==> config.mk <==
export PLATFORM = sky130hd
export DESIGN_NAME = frf_queue
export DESIGN_NICKNAME = d
export VERILOG_FILES = /design/src/frf_pkg.sv /design/src/frf_queue.sv
export SDC_FILE = /design/constraint.sdc
export NUM_CORES = 1
export LEC_CHECK = 0
export BUFFER_PORTS_ARGS = -buffer_cell sky130_fd_sc_hd__buf_2
export CELL_PAD_IN_SITES_DETAIL_PLACEMENT = 1
export CELL_PAD_IN_SITES_GLOBAL_PLACEMENT = 1
export CORE_UTILIZATION = 38
export DETAILED_ROUTE_END_ITERATION = 8
export MAX_ROUTING_LAYER = met4
export PLACE_DENSITY = 0.74
export RECOVER_POWER = 50
export SLEW_MARGIN = 20
export SYNTH_ARGS = -nofsm -noshare
export SYNTH_HDL_FRONTEND = slang
export SYNTH_SLANG_ARGS = --single-unit
==> constraint.sdc <==
create_clock -name clk -period 2.9 [get_ports clk]
set_input_delay 0.145 -clock clk [delete_from_list [all_inputs] [get_ports clk]]
set_output_delay 0.145 -clock clk [all_outputs]
set_load 0.02 [all_outputs]
==> src/frf_pkg.sv <==
// Shared types, sizes and codes for the frame rotator.
// Used by every module of the block but frf_ram; depends on nothing.
package frf_pkg;

	// Largest frame side and the sizes that follow from it.
	localparam int MAX_DIM    = 256;
	localparam int CNT_W      = $clog2(MAX_DIM);
	localparam int DIM_W      = CNT_W + 1;
	localparam int ADDR_W     = 2 * CNT_W;
	localparam int BANK_DEPTH = MAX_DIM * MAX_DIM;
	localparam int RAM_DEPTH  = 2 * BANK_DEPTH;

	// Configuration register widths, reset values and indexes.
	localparam int CFG_DIM_W  = 9;
	localparam int MODE_W     = 3;
	localparam int CFG_IDX_W  = 2;
	localparam int CFG_DATA_W = 9;
	localparam int CMP_W      = (DIM_W > CFG_DIM_W) ? DIM_W : CFG_DIM_W;
	localparam logic [CFG_DIM_W-1:0] DIM_RESET = CFG_DIM_W'(256);

	localparam logic [CFG_IDX_W-1:0] REG_ROTATE_MODE  = 2'd0;
	localparam logic [CFG_IDX_W-1:0] REG_FRAME_WIDTH  = 2'd1;
	localparam logic [CFG_IDX_W-1:0] REG_FRAME_HEIGHT = 2'd2;

	// Rotation modes; any other code rotates anticlockwise.
	localparam logic [MODE_W-1:0] MODE_CW90     = 3'd0;
	localparam logic [MODE_W-1:0] MODE_ROT180   = 3'd1;
	localparam logic [MODE_W-1:0] MODE_MIRROR_H = 3'd2;
	localparam logic [MODE_W-1:0] MODE_MIRROR_V = 3'd3;
	localparam logic [MODE_W-1:0] MODE_ACW90    = 3'd4;

	// Queue between front and back.
	localparam int QDEPTH = 4;
	localparam int QPTR_W = $clog2(QDEPTH);
	localparam int QCNT_W = $clog2(QDEPTH + 1);

	localparam int PIX_W = 24;

	typedef struct packed {
		logic [7:0] red_in;
		logic [7:0] green_in;
		logic [7:0] blue_in;
	} src_pix_t;

	typedef struct packed {
		logic [7:0] red_out;
		logic [7:0] green_out;
		logic [7:0] blue_out;
		logic       out_valid;
		logic       frame_end;
	} dst_pix_t;

	// Front stage: operands of the write address still to be combined.
	typedef struct packed {
		logic [PIX_W-1:0]  pixel;
		logic [ADDR_W-1:0] mul_a;
		logic [ADDR_W-1:0] mul_b;
		logic [ADDR_W-1:0] add_c;
		logic [ADDR_W-1:0] rd_addr;
		logic              fill_bank;
		logic              ready;
		logic              frame_last;
	} front_s1_t;

	// One classified item waiting for the frame store.
	typedef struct packed {
		logic [PIX_W-1:0]  pixel;
		logic [ADDR_W-1:0] wr_addr;
		logic [ADDR_W-1:0] rd_addr;
		logic              fill_bank;
		logic              ready;
		logic              frame_last;
	} q_entry_t;

	typedef struct packed {
		logic              empty;
		logic [QCNT_W-1:0] count;
	} q_status_t;

endpackage

==> src/frf_queue.sv <==
// Short queue of classified items between front and back.
// Uses frf_pkg for the entry and status types.
module frf_queue
	import frf_pkg::*;
(
	input  logic      clk,
	input  logic      arst_n,
	input  logic      push,
	input  q_entry_t  push_entry,
	input  logic      pop,
	output q_entry_t  head,
	output q_status_t stat
);

	q_entry_t          ent_q [QDEPTH];
	logic [QPTR_W-1:0] wr_ptr_q;
	logic [QPTR_W-1:0] rd_ptr_q;
	logic [QCNT_W-1:0] count_q;

	// Pointers and fill count.
	always_ff @(posedge clk or negedge arst_n) begin
		if (!arst_n) begin
			wr_ptr_q <= '0;
			rd_ptr_q <= '0;
			count_q  <= '0;
		end else begin
			if (push) begin
				wr_ptr_q <= wr_ptr_q + QPTR_W'(1);
			end
			if (pop) begin
				rd_ptr_q <= rd_ptr_q + QPTR_W'(1);
			end
			unique case ({push, pop})
				2'b10:   count_q <= count_q + QCNT_W'(1);
				2'b01:   count_q <= count_q - QCNT_W'(1);
				default: count_q <= count_q;
			endcase
		end
	end

	// Entry storage.
	always_ff @(posedge clk) begin
		if (push) begin
			ent_q[wr_ptr_q] <= push_entry;
		end
	end

	assign head       = ent_q[rd_ptr_q];
	assign stat.empty = (count_q == '0);
	assign stat.count = count_q;

endmodule

Word-level counts from Yosys, hierarchy flattened

Memory sizes are Yosys's and may differ from the RTL's.
Cells that the tools add are included.

Add/sub/neg operators: 4
Multiply operators: 0
Div/mod/pow operators: 0
$lt $le $gt $ge: 0
Equal/unequal tests: 2
Shift-type cells: 0
Muxes and demuxes: 3
Bitwise operators: 0
Reductions and logical operators: 2

Operator list:

| cell                                              | count |
|---|---|
| case mux 3 bit (2 select lines)                   | 1 |
| adder 2 x 1 -> 2 bit (second input constant)      | 2 |
| adder 3 x 1 -> 3 bit (second input constant)      | 1 |
| logical NOT 3 bit                                 | 1 |
| subtractor 3 x 1 -> 3 bit (second input constant) | 1 |
| == test 2 x 1 -> 1 bit (second input constant)    | 1 |
| == test 2 bit (second input constant)             | 1 |
| 2-to-1 mux 1 bit                                  | 2 |
| nonzero test 2 bit                                | 1 |

Bits in registers: 7
Bits in latches: 0
RAM bits: 236
Bits in read-only memories: 0
Bits of input ports: 63
Output and inout port bits: 63
Memories: 1

Memories:

| name  | depth | width | read ports | clocked after Yosys merged registers in | write ports | line            | source |
|---|---|---|---|---|---|---|---|
| ent_q | 4     | 59    | 1          | 0                                       | 1           | frf_queue.sv:15 | `q_entry_t ent_q [QDEPTH];` |

Longest topological paths before layout

Depth after elaboration: 2
Gate-level depth with buffers: 7
Gate-level depth less buffers: 7

Worst setup path before layout

No wires, ideal clock.

Kind: register to register
Start point: register wr_ptr_q[0]
End point: memory ent_q[2][0] (netlist name) (enable)
Library setup time: 0.423 ns
Arrival time: 2.014 ns
Required time: 2.477 ns
Slack: 0.463 ns
Stages on the path, launching flop included: 4
Path buffers: 0
Cells stage by stage: dfrtp_1 > inv_1 > ha_1 > and2_1

RTL lines:

| element                | line            | source |
|---|---|---|
| from (decl)            | frf_queue.sv:16 | `logic [QPTR_W-1:0] wr_ptr_q;` |
| from (signal assigned) | frf_queue.sv:28 | `wr_ptr_q <= wr_ptr_q + QPTR_W'(1);` |
| to (decl)              | frf_queue.sv:15 |  |

No word-level cell before the write port.

Worst setup path in the final report

Start point: register wr_ptr_q[0]
End point: memory ent_q[3][36] (netlist name) (enable)

No word-level cell before the write port.

==> impl_metrics.env <==
export IMPL_status="complete, but fails checks"
export IMPL_violations="max-capacitance violations, max-slew violations"
export IMPL_fin_util=0.490
export IMPL_cts_clk_slew_worst_paths_ns=0.06
export IMPL_die_w_um=156
export IMPL_top_usage_layer="met2"
export IMPL_clock_sinks=243
export IMPL_synth_adder_area_share=0.00920
export IMPL_place_hpwl_mm=9.71
export IMPL_syn_nets=414
export IMPL_seqPwrFrac=0.437
export IMPL_drc=0
export IMPL_worstMarginPinSlew_ns=1.57
export IMPL_yosysUniqueCellTypes=18
export IMPL_nets=618
export IMPL_start_kind="flip-flop"
export IMPL_fmax_mhz=407
export IMPL_synth_commonest_cells="236 x edfxtp_1, 58 x mux4_2, 7 x dfrtp_1"
export IMPL_grt_pass1_vias=4871
export IMPL_ys_flop_type="edfxtp_1"
export IMPL_grtUsageMet3=0.0269
export IMPL_switching_power_mw=3.50
export IMPL_synthTopCellsByArea="edfxtp_1 79%, mux4_2 15%, dfrtp_1 2.0%"
export IMPL_path_class="flip-flop to flip-flop"
export IMPL_yosysTopAreaCell="edfxtp_1"
export IMPL_firstDrtPassIters=4
export IMPL_root_buffer="clkbuf_16"
export IMPL_skew_ns=0.0178
export IMPL_diodes=0
export IMPL_p_sw_frac=0.307
export IMPL_crit_chain="ha_1 -> and2_1 -> buf_12"
export IMPL_ir_drop_uv=608
export IMPL_critPathMaxFanout=34
export IMPL_cpMaxStageDelayCell="and2_1"
export IMPL_grt_util_met2=0.273
export IMPL_placed_cells=772
export IMPL_grt_use_total=0.152
export IMPL_routed_wl_mm=17.2
export IMPL_power_frac_comb=0.293
export IMPL_core_um2=22900
export IMPL_synth_mux_area_frac=0.149
export IMPL_io_pins=126
export IMPL_final_hold_violation_count=0
export IMPL_synthArstFlopShare=0.0288
export IMPL_overflow=0
export IMPL_syn_inst=345
export IMPL_synth_top_family_by_area="multiplexers"
export IMPL_clockBufferDepth=3
export IMPL_io_buffers=125
export IMPL_ant_nets=0
export IMPL_ys_seq_area_frac=0.809
export IMPL_yosys_warnings=0
export IMPL_grt_first_pass_wirelength_mm=27.1
export IMPL_drive_gt1_frac=0.283
export IMPL_synth_xor_area_frac=0.00586
export IMPL_leakagePower_nw=3.73
export IMPL_rsz0062_at_grt="no"
export IMPL_power_internal_mw=7.87
export IMPL_critPathCaptureType="flip-flop"
export IMPL_holdBufCountCts=63
export IMPL_cts_tree="yes"
export IMPL_cellPowerDensity_nw_per_um2=1010
export IMPL_dieHeight_um=156
export IMPL_finalSetupViolations=0
export IMPL_rrSetupSlack_ns=0.45
export IMPL_slew_headroom=-0.0434
export IMPL_synthMostInstantiatedCell="edfxtp_1"
export IMPL_synth_compound_area_frac=0.00112
export IMPL_syn_avg_cell_area_um2=26.0
export IMPL_hold_class="input pin to flip-flop"
export IMPL_timing_final_crit_period_ns=2.45
export IMPL_r2r_cells=3
export IMPL_gp_congestion=0.627
export IMPL_critPathRequiredTime_ns=3.07
export IMPL_wl_per_cell_um=19.6
export IMPL_cts_resized=0
export IMPL_htreeDepth=1
export IMPL_crit_path_start="wr_ptr_q[0]"
export IMPL_max_stage_delay_ns=1.17
export IMPL_worst_hold_startpoint="pop"
export IMPL_clkPwrFrac=0.270
export IMPL_synth_area_um2=8970
export IMPL_initialDrtViolationCount=144
export IMPL_ys_ff_latch=243
export IMPL_synth_top_area_share=0.790
export IMPL_cp_num_cells=3
export IMPL_dieArea_um2=24200
export IMPL_critical_path_buf_inv_count=1
export IMPL_synthSimpleGateAreaFrac=0.00502
export IMPL_fin_cells=879
export IMPL_area_growth_pct=25.1
export IMPL_viasPerCell=4.82
export IMPL_setup_tns_ns=0
export IMPL_num_vias=4239
export IMPL_hold_path_depth=3
export IMPL_synth_edf_count=236
export IMPL_rows=55
export IMPL_critPathTopFamily="simple AND/OR/NAND/NOR gates"
export IMPL_antenna_found_initial=0
export IMPL_met1_usage=0.179
export IMPL_fin_crit_sh=0.846
export IMPL_max_cap_violations=1
export IMPL_grt_max_degree=61
export IMPL_start_util=0.392
export IMPL_postCtsSetupBuffers=0
export IMPL_reg2reg_from="wr_ptr_q[0]"
export IMPL_clk_latency_ns=0.50
export IMPL_maxSlewViolCount=26
export IMPL_cts_buffers=25
export IMPL_cp_arrival_ns=2.63
## power groups by stage
stage	registers (mW)	clock network (mW)	logic (mW)
finish	4.97	3.07	3.33
global route	5.04	3.25	3.59
CTS	4.99	3.16	3.44
detailed placement	5.06	0	3.36
floorplan	4.83	0	2.60
global placement	4.99	0	3.30
## cells in the final DEF (no fill, tap or decap)
cell type        n
clkbuf_1        70
clkbuf_16       25
dfrtp_4          2
clkinv_2         3
xor2_1           4
o21ai_0          2
buf_12           2
buf_4            1
nor2_1           1
edfxtp_1       236
inv_1            6
dfrtp_1          5
and2_4           3
xnor2_1          2
clkinv_1         5
fa_1             1
bufinv_16        3
buf_2           62
dlygate4sd3_1   63
nand2_1          3
clkinvlp_4       1
ha_1             5
mux4_1           1
nor3_1           1
and2_1           1
mux4_2          58
## flip-flops by register name (all words and copies together) (netlist names)
| signal | cells |
|---|---|
| count_q | 3 |
| wr_ptr_q | 2 |
| ent_q | 236 |
| rd_ptr_q | 2 |
## final cells by class
cell class,instances,area (um^2)
flip-flops and latches,243,7270
clock inverters,12,131
fillers,2122,11700
inverters,6,22.5
clock buffers,32,652
repair buffers,191,1220
well taps,313,392
multi-input cells,82,1530
## layer usage
| layer | vias to the layer above | share of wire |
|---|---|---|
| met3 | 22 | 0.037 |
| met1 | 2232 | 0.40 |
| met5 | - | 0 |
| met2 | 109 | 0.54 |
| li1 | 1876 | - |
| met4 | 0 | 0.018 |
## final timing paths
check / endpoint
min reg2reg: count_q[2]
max in group asynchronous: rd_ptr_q[1]
max reg2reg: ent_q[3][36]
min in group asynchronous: count_q[2]
max: ent_q[3][36]
min: rd_ptr_q[0]
## cells by family after synthesis
family | after synthesis
muxes | 59
xor gates and xnor gates | 6
adders and majority gates | 6
AOI/OAI and AO/OA | 2
DFF | 243
and+or+nand+nor | 9
buffers and inverters | 20
## worst min-delay path, stage by stage
cell and delay (ns):
dlygate4sd3_1 0.53, buf_2 0.15, xor2_1 0.07
## stage by stage
stage / total power [mW] / hold WS (ns) / setup WS (ns) / cell area (um^2)
finish: 11.4 / 0.423 / 0.445 / 11200
global route: 11.9 / 0.436 / 0.257 / 11200
CTS: 11.6 / 0.358 / 0.471 / 11300
detailed placement: 8.42 / -0.00896 / 0.977 / 9890
global placement: 8.29 / -0.0140 / 1.07 / 9890
floorplan: 7.43 / -0.151 / 0.463 / 8970
(Power assumes the default switching activity.)
