===== src/frf_pkg.sv =====
// Shared types, sizes and codes for the frame rotator.
// Used by every module of the block but frf_ram; depends on nothing.
package frf_pkg;

	// Largest frame side and the sizes that follow from it.
	localparam int MAX_DIM    = 256;
	localparam int CNT_W      = $clog2(MAX_DIM);
	localparam int DIM_W      = CNT_W + 1;
	localparam int ADDR_W     = 2 * CNT_W;
	localparam int BANK_DEPTH = MAX_DIM * MAX_DIM;
	localparam int RAM_DEPTH  = 2 * BANK_DEPTH;

	// Configuration register widths, reset values and indexes.
	localparam int CFG_DIM_W  = 9;
	localparam int MODE_W     = 3;
	localparam int CFG_IDX_W  = 2;
	localparam int CFG_DATA_W = 9;
	localparam int CMP_W      = (DIM_W > CFG_DIM_W) ? DIM_W : CFG_DIM_W;
	localparam logic [CFG_DIM_W-1:0] DIM_RESET = CFG_DIM_W'(256);

	localparam logic [CFG_IDX_W-1:0] REG_ROTATE_MODE  = 2'd0;
	localparam logic [CFG_IDX_W-1:0] REG_FRAME_WIDTH  = 2'd1;
	localparam logic [CFG_IDX_W-1:0] REG_FRAME_HEIGHT = 2'd2;

	// Rotation modes; any other code rotates anticlockwise.
	localparam logic [MODE_W-1:0] MODE_CW90     = 3'd0;
	localparam logic [MODE_W-1:0] MODE_ROT180   = 3'd1;
	localparam logic [MODE_W-1:0] MODE_MIRROR_H = 3'd2;
	localparam logic [MODE_W-1:0] MODE_MIRROR_V = 3'd3;
	localparam logic [MODE_W-1:0] MODE_ACW90    = 3'd4;

	// Queue between front and back.
	localparam int QDEPTH = 4;
	localparam int QPTR_W = $clog2(QDEPTH);
	localparam int QCNT_W = $clog2(QDEPTH + 1);

	localparam int PIX_W = 24;

	typedef struct packed {
		logic [7:0] red_in;
		logic [7:0] green_in;
		logic [7:0] blue_in;
	} src_pix_t;

	typedef struct packed {
		logic [7:0] red_out;
		logic [7:0] green_out;
		logic [7:0] blue_out;
		logic       out_valid;
		logic       frame_end;
	} dst_pix_t;

	// Front stage: operands of the write address still to be combined.
	typedef struct packed {
		logic [PIX_W-1:0]  pixel;
		logic [ADDR_W-1:0] mul_a;
		logic [ADDR_W-1:0] mul_b;
		logic [ADDR_W-1:0] add_c;
		logic [ADDR_W-1:0] rd_addr;
		logic              fill_bank;
		logic              ready;
		logic              frame_last;
	} front_s1_t;

	// One classified item waiting for the frame store.
	typedef struct packed {
		logic [PIX_W-1:0]  pixel;
		logic [ADDR_W-1:0] wr_addr;
		logic [ADDR_W-1:0] rd_addr;
		logic              fill_bank;
		logic              ready;
		logic              frame_last;
	} q_entry_t;

	typedef struct packed {
		logic              empty;
		logic [QCNT_W-1:0] count;
	} q_status_t;

endpackage


===== src/frf_front.sv =====
// Front part of the frame rotator: configuration, raster counters and
// write-address calculation. Uses frf_pkg; feeds frf_queue.
module frf_front
	import frf_pkg::*;
(
	input  logic                  clk,
	input  logic                  arst_n,
	input  logic                  cfg_we,
	input  logic [CFG_IDX_W-1:0]  cfg_index,
	input  logic [CFG_DATA_W-1:0] cfg_data,
	input  logic                  src_valid,
	output logic                  src_stall,
	input  src_pix_t              src_pixel,
	input  q_status_t             q_stat,
	output logic                  push,
	output q_entry_t              push_entry
);

	logic [MODE_W-1:0]    mode_q;
	logic [CFG_DIM_W-1:0] width_q;
	logic [CFG_DIM_W-1:0] height_q;
	logic [CNT_W-1:0]     col_q;
	logic [CNT_W-1:0]     row_q;
	logic [ADDR_W-1:0]    lin_q;
	logic                 fill_q;
	logic                 ready_q;
	logic                 v_s1;
	front_s1_t            d_s1;

	logic [DIM_W-1:0]     w;
	logic [DIM_W-1:0]     h;
	logic [ADDR_W-1:0]    xe;
	logic [ADDR_W-1:0]    ye;
	logic [ADDR_W-1:0]    we_ext;
	logic [ADDR_W-1:0]    he_ext;
	logic [ADDR_W-1:0]    xm;
	logic [ADDR_W-1:0]    ym;
	logic [ADDR_W-1:0]    op_a;
	logic [ADDR_W-1:0]    op_b;
	logic [ADDR_W-1:0]    op_c;
	logic                 line_last;
	logic                 frame_last;
	logic                 accept;
	logic [QCNT_W:0]      pending;

	// Zero is used as one and oversize as the largest side.
	function automatic logic [DIM_W-1:0] clamp_dim(input logic [CFG_DIM_W-1:0] v);
		logic [CMP_W-1:0] ve;
		logic [DIM_W-1:0] r;
		ve = CMP_W'(v);
		if (ve == '0) begin
			r = DIM_W'(1);
		end else if (ve > CMP_W'(MAX_DIM)) begin
			r = DIM_W'(MAX_DIM);
		end else begin
			r = ve[DIM_W-1:0];
		end
		return r;
	endfunction

	// Configuration registers.
	always_ff @(posedge clk or negedge arst_n) begin
		if (!arst_n) begin
			mode_q   <= MODE_CW90;
			width_q  <= DIM_RESET;
			height_q <= DIM_RESET;
		end else if (cfg_we) begin
			unique case (cfg_index)
				REG_ROTATE_MODE:  mode_q   <= cfg_data[MODE_W-1:0];
				REG_FRAME_WIDTH:  width_q  <= cfg_data[CFG_DIM_W-1:0];
				REG_FRAME_HEIGHT: height_q <= cfg_data[CFG_DIM_W-1:0];
				default: ;
			endcase
		end
	end

	// Room is reserved for the item in the stage and one more.
	assign pending   = (QCNT_W + 1)'(q_stat.count) + (QCNT_W + 1)'(v_s1);
	assign src_stall = pending >= (QCNT_W + 1)'(QDEPTH);
	assign accept    = src_valid && !src_stall;

	// Position classification and multiplier operands per mode.
	always_comb begin
		w          = clamp_dim(width_q);
		h          = clamp_dim(height_q);
		xe         = ADDR_W'(col_q);
		ye         = ADDR_W'(row_q);
		we_ext     = ADDR_W'(w);
		he_ext     = ADDR_W'(h);
		xm         = we_ext - ADDR_W'(1) - xe;
		ym         = he_ext - ADDR_W'(1) - ye;
		line_last  = (DIM_W'(col_q) + DIM_W'(1)) >= w;
		frame_last = line_last && ((DIM_W'(row_q) + DIM_W'(1)) >= h);
		unique case (mode_q)
			MODE_CW90: begin
				op_a = xe;
				op_b = he_ext;
				op_c = ym;
			end
			MODE_ROT180: begin
				op_a = ym;
				op_b = we_ext;
				op_c = xm;
			end
			MODE_MIRROR_H: begin
				op_a = ye;
				op_b = we_ext;
				op_c = xm;
			end
			MODE_MIRROR_V: begin
				op_a = ym;
				op_b = we_ext;
				op_c = xe;
			end
			default: begin
				op_a = xm;
				op_b = he_ext;
				op_c = ye;
			end
		endcase
	end

	// Raster counters and bank state.
	always_ff @(posedge clk or negedge arst_n) begin
		if (!arst_n) begin
			col_q   <= '0;
			row_q   <= '0;
			lin_q   <= '0;
			fill_q  <= 1'b0;
			ready_q <= 1'b0;
		end else if (accept) begin
			if (frame_last) begin
				col_q   <= '0;
				row_q   <= '0;
				lin_q   <= '0;
				fill_q  <= ~fill_q;
				ready_q <= 1'b1;
			end else if (line_last) begin
				col_q <= '0;
				row_q <= row_q + CNT_W'(1);
				lin_q <= lin_q + ADDR_W'(1);
			end else begin
				col_q <= col_q + CNT_W'(1);
				lin_q <= lin_q + ADDR_W'(1);
			end
		end
	end

	// Stage register ahead of the address multiplier.
	always_ff @(posedge clk or negedge arst_n) begin
		if (!arst_n) begin
			v_s1 <= 1'b0;
		end else begin
			v_s1 <= accept;
		end
	end

	always_ff @(posedge clk) begin
		if (accept) begin
			d_s1.pixel      <= src_pixel;
			d_s1.mul_a      <= op_a;
			d_s1.mul_b      <= op_b;
			d_s1.add_c      <= op_c;
			d_s1.rd_addr    <= lin_q;
			d_s1.fill_bank  <= fill_q;
			d_s1.ready      <= ready_q;
			d_s1.frame_last <= frame_last;
		end
	end

	// Write address modulo the bank depth, then into the queue.
	assign push                  = v_s1;
	assign push_entry.pixel      = d_s1.pixel;
	assign push_entry.wr_addr    = d_s1.mul_a * d_s1.mul_b + d_s1.add_c;
	assign push_entry.rd_addr    = d_s1.rd_addr;
	assign push_entry.fill_bank  = d_s1.fill_bank;
	assign push_entry.ready      = d_s1.ready;
	assign push_entry.frame_last = d_s1.frame_last;

endmodule


===== config.mk =====
export PLATFORM = sky130hd
export DESIGN_NAME = frf_front
export DESIGN_NICKNAME = d
export VERILOG_FILES = /design/src/frf_pkg.sv /design/src/frf_front.sv
export SDC_FILE = /design/constraint.sdc
export NUM_CORES = 1
export LEC_CHECK = 0
export BUFFER_PORTS_ARGS = -buffer_cell sky130_fd_sc_hd__buf_2
export CAP_MARGIN = 0
export CORE_UTILIZATION = 45
export DETAILED_ROUTE_END_ITERATION = 16
export PLACE_DENSITY = 0.68
export SLEW_MARGIN = 20
export SYNTH_ARGS = -nofsm -noshare
export SYNTH_HDL_FRONTEND = slang
export SYNTH_SLANG_ARGS = --single-unit

===== constraint.sdc =====
create_clock -name clk -period 13.3 [get_ports clk]
set_input_delay 0.665 -clock clk [delete_from_list [all_inputs] [get_ports clk]]
set_output_delay 0.665 -clock clk [all_outputs]
set_load 0.02 [all_outputs]

Word-level counts from Yosys, hierarchy flattened
Index checks and enable logic that the tools add are counted.
{"block": "word_totals", "regBits": 147, "latchBits": 0, "ram_bits": 0, "romBits": 0, "input_bits": 43, "output_inout_bits": 61, "elab_cells": 68, "memories": 0}
{"block": "classes", "n_addsub": 11, "n_mul": 1, "div": 0, "magnitude_cmp": 5, "n_eq_ne": 5, "shift": 0, "muxes": 12, "bitwise_logic": 1, "n_reduce_logical": 16}
{"cell": "$pmux W16 S3", "n": 2}
{"cell": "$mux W9", "n": 5}
{"cell": "$mux W8", "n": 4}
{"cell": "$sub A10 B9 Y11", "n": 2}
{"cell": "$sub A9 B1 Y10 const B", "n": 2}
{"cell": "$add A8 B1 Y9 const B", "n": 2}
{"cell": "$ge A9 B9 Y1", "n": 2}
{"cell": "$gt A9 B9 Y1 const B", "n": 2}
{"cell": "$logic_not A9 Y1", "n": 2}
{"cell": "$add A16 B1 Y16 const B", "n": 1}
{"cell": "$add A16 B16 Y16", "n": 1}
{"cell": "$add A8 B1 Y8 const B", "n": 2}
{"cell": "$mul A16 B16 Y16", "n": 1}
{"cell": "$mux W16", "n": 1}
{"cell": "$reduce_and A2 Y1", "n": 5}
{"cell": "$eq A3 B2 Y1 const B", "n": 2}
{"cell": "$add A3 B1 Y4", "n": 1}
{"cell": "$ge A4 B3 Y1 const B", "n": 1}
{"cell": "$reduce_or A2 Y1", "n": 2}
{"cell": "$eq A3 B1 Y1 const B", "n": 1}
{"cell": "$logic_not A3 Y1", "n": 1}
{"cell": "$reduce_or A3 Y1", "n": 1}
{"cell": "$eq A2 B1 Y1 const B", "n": 1}
{"cell": "$eq A2 B2 Y1 const B", "n": 1}
{"cell": "5 further kinds", "n": 6}

Logic depth before layout (Yosys ltp)
{"block": "logic_depth", "word_depth": 7, "depth_mapped": 22, "ltp_nobuf": 21}

Worst setup path after synthesis
Ideal clock, no wire load.
{"block": "synth_timing", "path_type": "register to output", "startpoint": "reg d_s1[40] in the netlist's numbering", "endpoint": "out push_entry[34] in the netlist's numbering", "arrival_ns": 4.953, "required_time_ns": 12.635, "slack_ns": 7.682, "stages_incl_launch_ff": 18, "path_buffers": 1, "path_cell_list": "edfxtp_1 > clkbuf_1 > and2_1 > fa_1 > inv_1 > fa_1 > inv_1 > fa_1 > fa_1 > fa_1 > inv_1 > fa_1 > inv_1 > ha_1 > or3_1 > o21ai_0 > a21oi_1 > xnor2_1"}
{"element": "from (decl)", "line_no": "frf_front.sv:28", "source": "front_s1_t d_s1;"}
{"element": "to (decl)", "line_no": "frf_front.sv:16", "source": "output q_entry_t push_entry"}

==> results.sh <==
export IMPL_areaGrowthSynthToFinish_pct=9.67
export IMPL_cts_tree="built"
export IMPL_synth_seq_cells=130
export IMPL_yosysSeqAreaShare_pct=32.7
export IMPL_netlist_instances=1114
export IMPL_gp_congestion=0.965
export IMPL_syn_nets=1330
export IMPL_worstPathArrival_ns=5.65
export IMPL_yosys_area_top_type_share_pct=20.0
export IMPL_antenna_cells=0
export IMPL_yosysMostFrequentCell="inv_1"
export IMPL_vias_per_cell=5.22
export IMPL_fp_row_count=57
export IMPL_overflow=0
export IMPL_place_ws_ns=7.35
export IMPL_antenna_found_initial=0
export IMPL_postLayoutCellArea_um2=12200
export IMPL_critical_path_max_fanout=11
export IMPL_cts_hold_buf=0
export IMPL_ant_nets=0
export IMPL_r2r_start="width_q[3]$_DFFE_PN0P_"
export IMPL_fmax_mhz=158
export IMPL_grt_pass1_vias=7816
export IMPL_synth_top_family_by_area="adder cells"
export IMPL_ctsLongestPathBuffers=2
export IMPL_h_tree_depth=4
export IMPL_chipHeight_um=159
export IMPL_initial_utilization_pct=45.8
export IMPL_synth_compound_area_share_pct=9.85
export IMPL_cp_data_required_time_ns=12.64
export IMPL_drt_initial_drc_count=469
export IMPL_min_path_type="in -> async"
export IMPL_fin_crit_sh_pct=47.5
export IMPL_num_vias=7855
export IMPL_n_fill_cell=2223
export IMPL_cap_violations=0
export IMPL_synthSimpleGateAreaFrac_pct=14.5
export IMPL_crit_start="d_s1[40]$_DFFE_PP_"
export IMPL_timing_final_hold_violations=0
export IMPL_clock_latency_ns=0.43
export IMPL_pin_count=104
export IMPL_clk_pin_slew_ns=0.06
export IMPL_setup_ws_ns=6.98
export IMPL_worstMarginPinSlew_ns=0.956
export IMPL_multi_input_area_um2=6430
export IMPL_slew_violations=0
export IMPL_grt_pass1_wl_mm=38.6
export IMPL_place_area_um2=11600
export IMPL_synthMuxAreaShare_pct=3.66
export IMPL_path_class="reg -> out"
export IMPL_syn_avg_cell_area_um2=9.97
export IMPL_dieArea_um2=25300
export IMPL_cts_buffers=17
export IMPL_rsz0062_at_grt="false"
export IMPL_synthArstFlopShare_pct=43.1
export IMPL_cp_endpoint="push_entry[32]"
export IMPL_core_area_um2=24200
export IMPL_seq_area_um2=3630
export IMPL_synth_area_um2=11100
export IMPL_wire_per_inst_um=15.6
export IMPL_synth_fa_ha_area_share_pct=24.8
export IMPL_ys_types=76
export IMPL_r2r_cells=13
export IMPL_track_usage_pct=19.2
export IMPL_cts_root_buf="clkbuf_16"
export IMPL_synth_top_cell_by_area="edfxtp_1"
export IMPL_wl_mm=23.5
export IMPL_startpoint_type="register"
export IMPL_ctsResizeCount=0
export IMPL_clock_sinks=130
export IMPL_status="finished, final reports clean"
export IMPL_rrSetupSlack_ns=9.34
export IMPL_io_buffers=102
export IMPL_fp_dieW_um=159
export IMPL_dpl_hpwl_mm=18.1
export IMPL_ys_warn_count=0
export IMPL_synth_common_cells="inv_1 (146), nand2_1 (130), ha_1 (95)"
export IMPL_ys_top_cells_by_area="edfxtp_1 (20%), fa_1 (14%), dfrtp_1 (12%), ha_1 (11%), inv_1 (4.9%)"
export IMPL_drtPass1Iterations=5
export IMPL_post_route_min_period_ns=6.32
export IMPL_rr_endpoint="d_s1[26]$_DFFE_PP_"
export IMPL_synthXorXnorAreaFrac_pct=5.21
export IMPL_finalSetupTns_ns=0
export IMPL_slew_headroom_pct=36.3
export IMPL_fin_worst_skew_ns=0.00764
export IMPL_synth_edf_count=74
export IMPL_drive_above_1_share_pct=16.2
export IMPL_layout_nets=1383
export IMPL_final_setup_viol_count=0
export IMPL_synth_ff_type="edfxtp_1"
export IMPL_post_route_drc_count=0
export IMPL_grt_max_degree=77
export IMPL_endpoint_kind="primary output"
export IMPL_postCtsSetupBuffers=0
metrics by stage:
step / hold WS, ns / util (%) / cells
3_3_place_gp: 0.431 / 47.8 / 1472
6_report: 0.383 / 50.2 / 1504
4_1_cts: 0.390 / 50.2 / 1504
5_1_grt: 0.384 / 50.2 / 1504
2_1_floorplan: 0.369 / - / 1114
3_5_place_dp: 0.438 / 47.8 / 1472
flip-flops by register name, summed over array words and instances (netlist names):
name        cells
width_q         9
ready_q         1
col_q           8
height_q        9
d_s1           31
mode_q          3
lin_q          16
push            1
push_entry     43
row_q           8
fill_q          1
worst min-delay path by stage:
stage	from	endpoint	slack, ns	depth (start not counted)
2_1_floorplan	arst_n	col_q[0]$_DFFE_PN0P_	0.37	0
5_1_grt	src_pixel[20]	push_entry[55]$_DFFE_PP_	0.38	1
4_1_cts	src_pixel[14]	push_entry[49]$_DFFE_PP_	0.39	1
3_5_place_dp	ready_q$_DFFE_PN0P_	push_entry[1]$_DFFE_PP_	0.44	0
6_report	arst_n	lin_q[15]$_DFFE_PN0P_	0.38	2
3_3_place_gp	ready_q$_DFFE_PN0P_	push_entry[1]$_DFFE_PP_	0.43	0
critical path, stage by stage, from the launching register on:
cell and delay (ns):
edfxtp_1 0.59, and2_1 0.24, fa_1 0.51, inv_1 0.06, fa_1 0.51, fa_1 0.51, inv_1 0.04, ha_1 0.31
fa_1 0.54, inv_1 0.05, fa_1 0.52, inv_1 0.04, ha_1 0.37, nand3_1 0.11, nand2_1 0.05, a41oi_1 0.26
nor2b_1 0.20, xnor2_1 0.13, buf_2 0.18
routing by layer:
layer | up-vias | share of wire, % | wire (µm) | track usage [%]
met3 | 38 | 4.5 | 1050 | 3.02
met5 | - | 0 | 0 | 0
met1 | 3823 | 44 | 10400 | 24.9
li1 | 3802 | - | - | -
met4 | 0 | 2.3 | 548 | 7.91
met2 | 192 | 49 | 11500 | 32.1
cell families after synthesis:
family | after synthesis
multiplexers | 38
buffers and inverters | 223
flip-flops | 130
AO/OA/AOI/OAI | 159
adder cells (fa/ha/maj) | 173
XOR/XNOR | 66
AND/OR/NAND/NOR | 325
placed cells by master (no fill, tap or decap), types with 17 or more instances in the layout:
| cell | netlist | routed |
|---|---|---|
| dfrtp_1 | 54 | 54 |
| o21ai_0 | 49 | 49 |
| edfxtp_1 | 74 | 74 |
| fa_1 | 78 | 78 |
| xnor2_1 | 43 | 43 |
| nand2_1 | 130 | 130 |
| xor2_1 | 23 | 23 |
| and2_1 | 46 | 46 |
| nand3_1 | 27 | 27 |
| nor2_1 | 41 | 41 |
| mux2_2 | 21 | 21 |
| buf_2 | 1 | 102 |
| inv_1 | 146 | 146 |
| clkbuf_16 | 0 | 17 |
| ha_1 | 95 | 95 |
| a21oi_1 | 36 | 36 |
| mux2i_1 | 17 | 17 |
layout make-up:
type | count | area share [%]
Clock inverter | 13 | 1.23
Sequential cell | 130 | 29.8
Inverter | 149 | 4.60
Clock buffer | 19 | 3.64
Tap cell | 324 | 3.33
Multi-Input combinational cell | 761 | 52.9
Timing Repair Buffer | 108 | 4.56
Power is left out: the tool's default activity adds up to more than one toggle a clock period on the data nets, which glitch-free logic cannot reach.
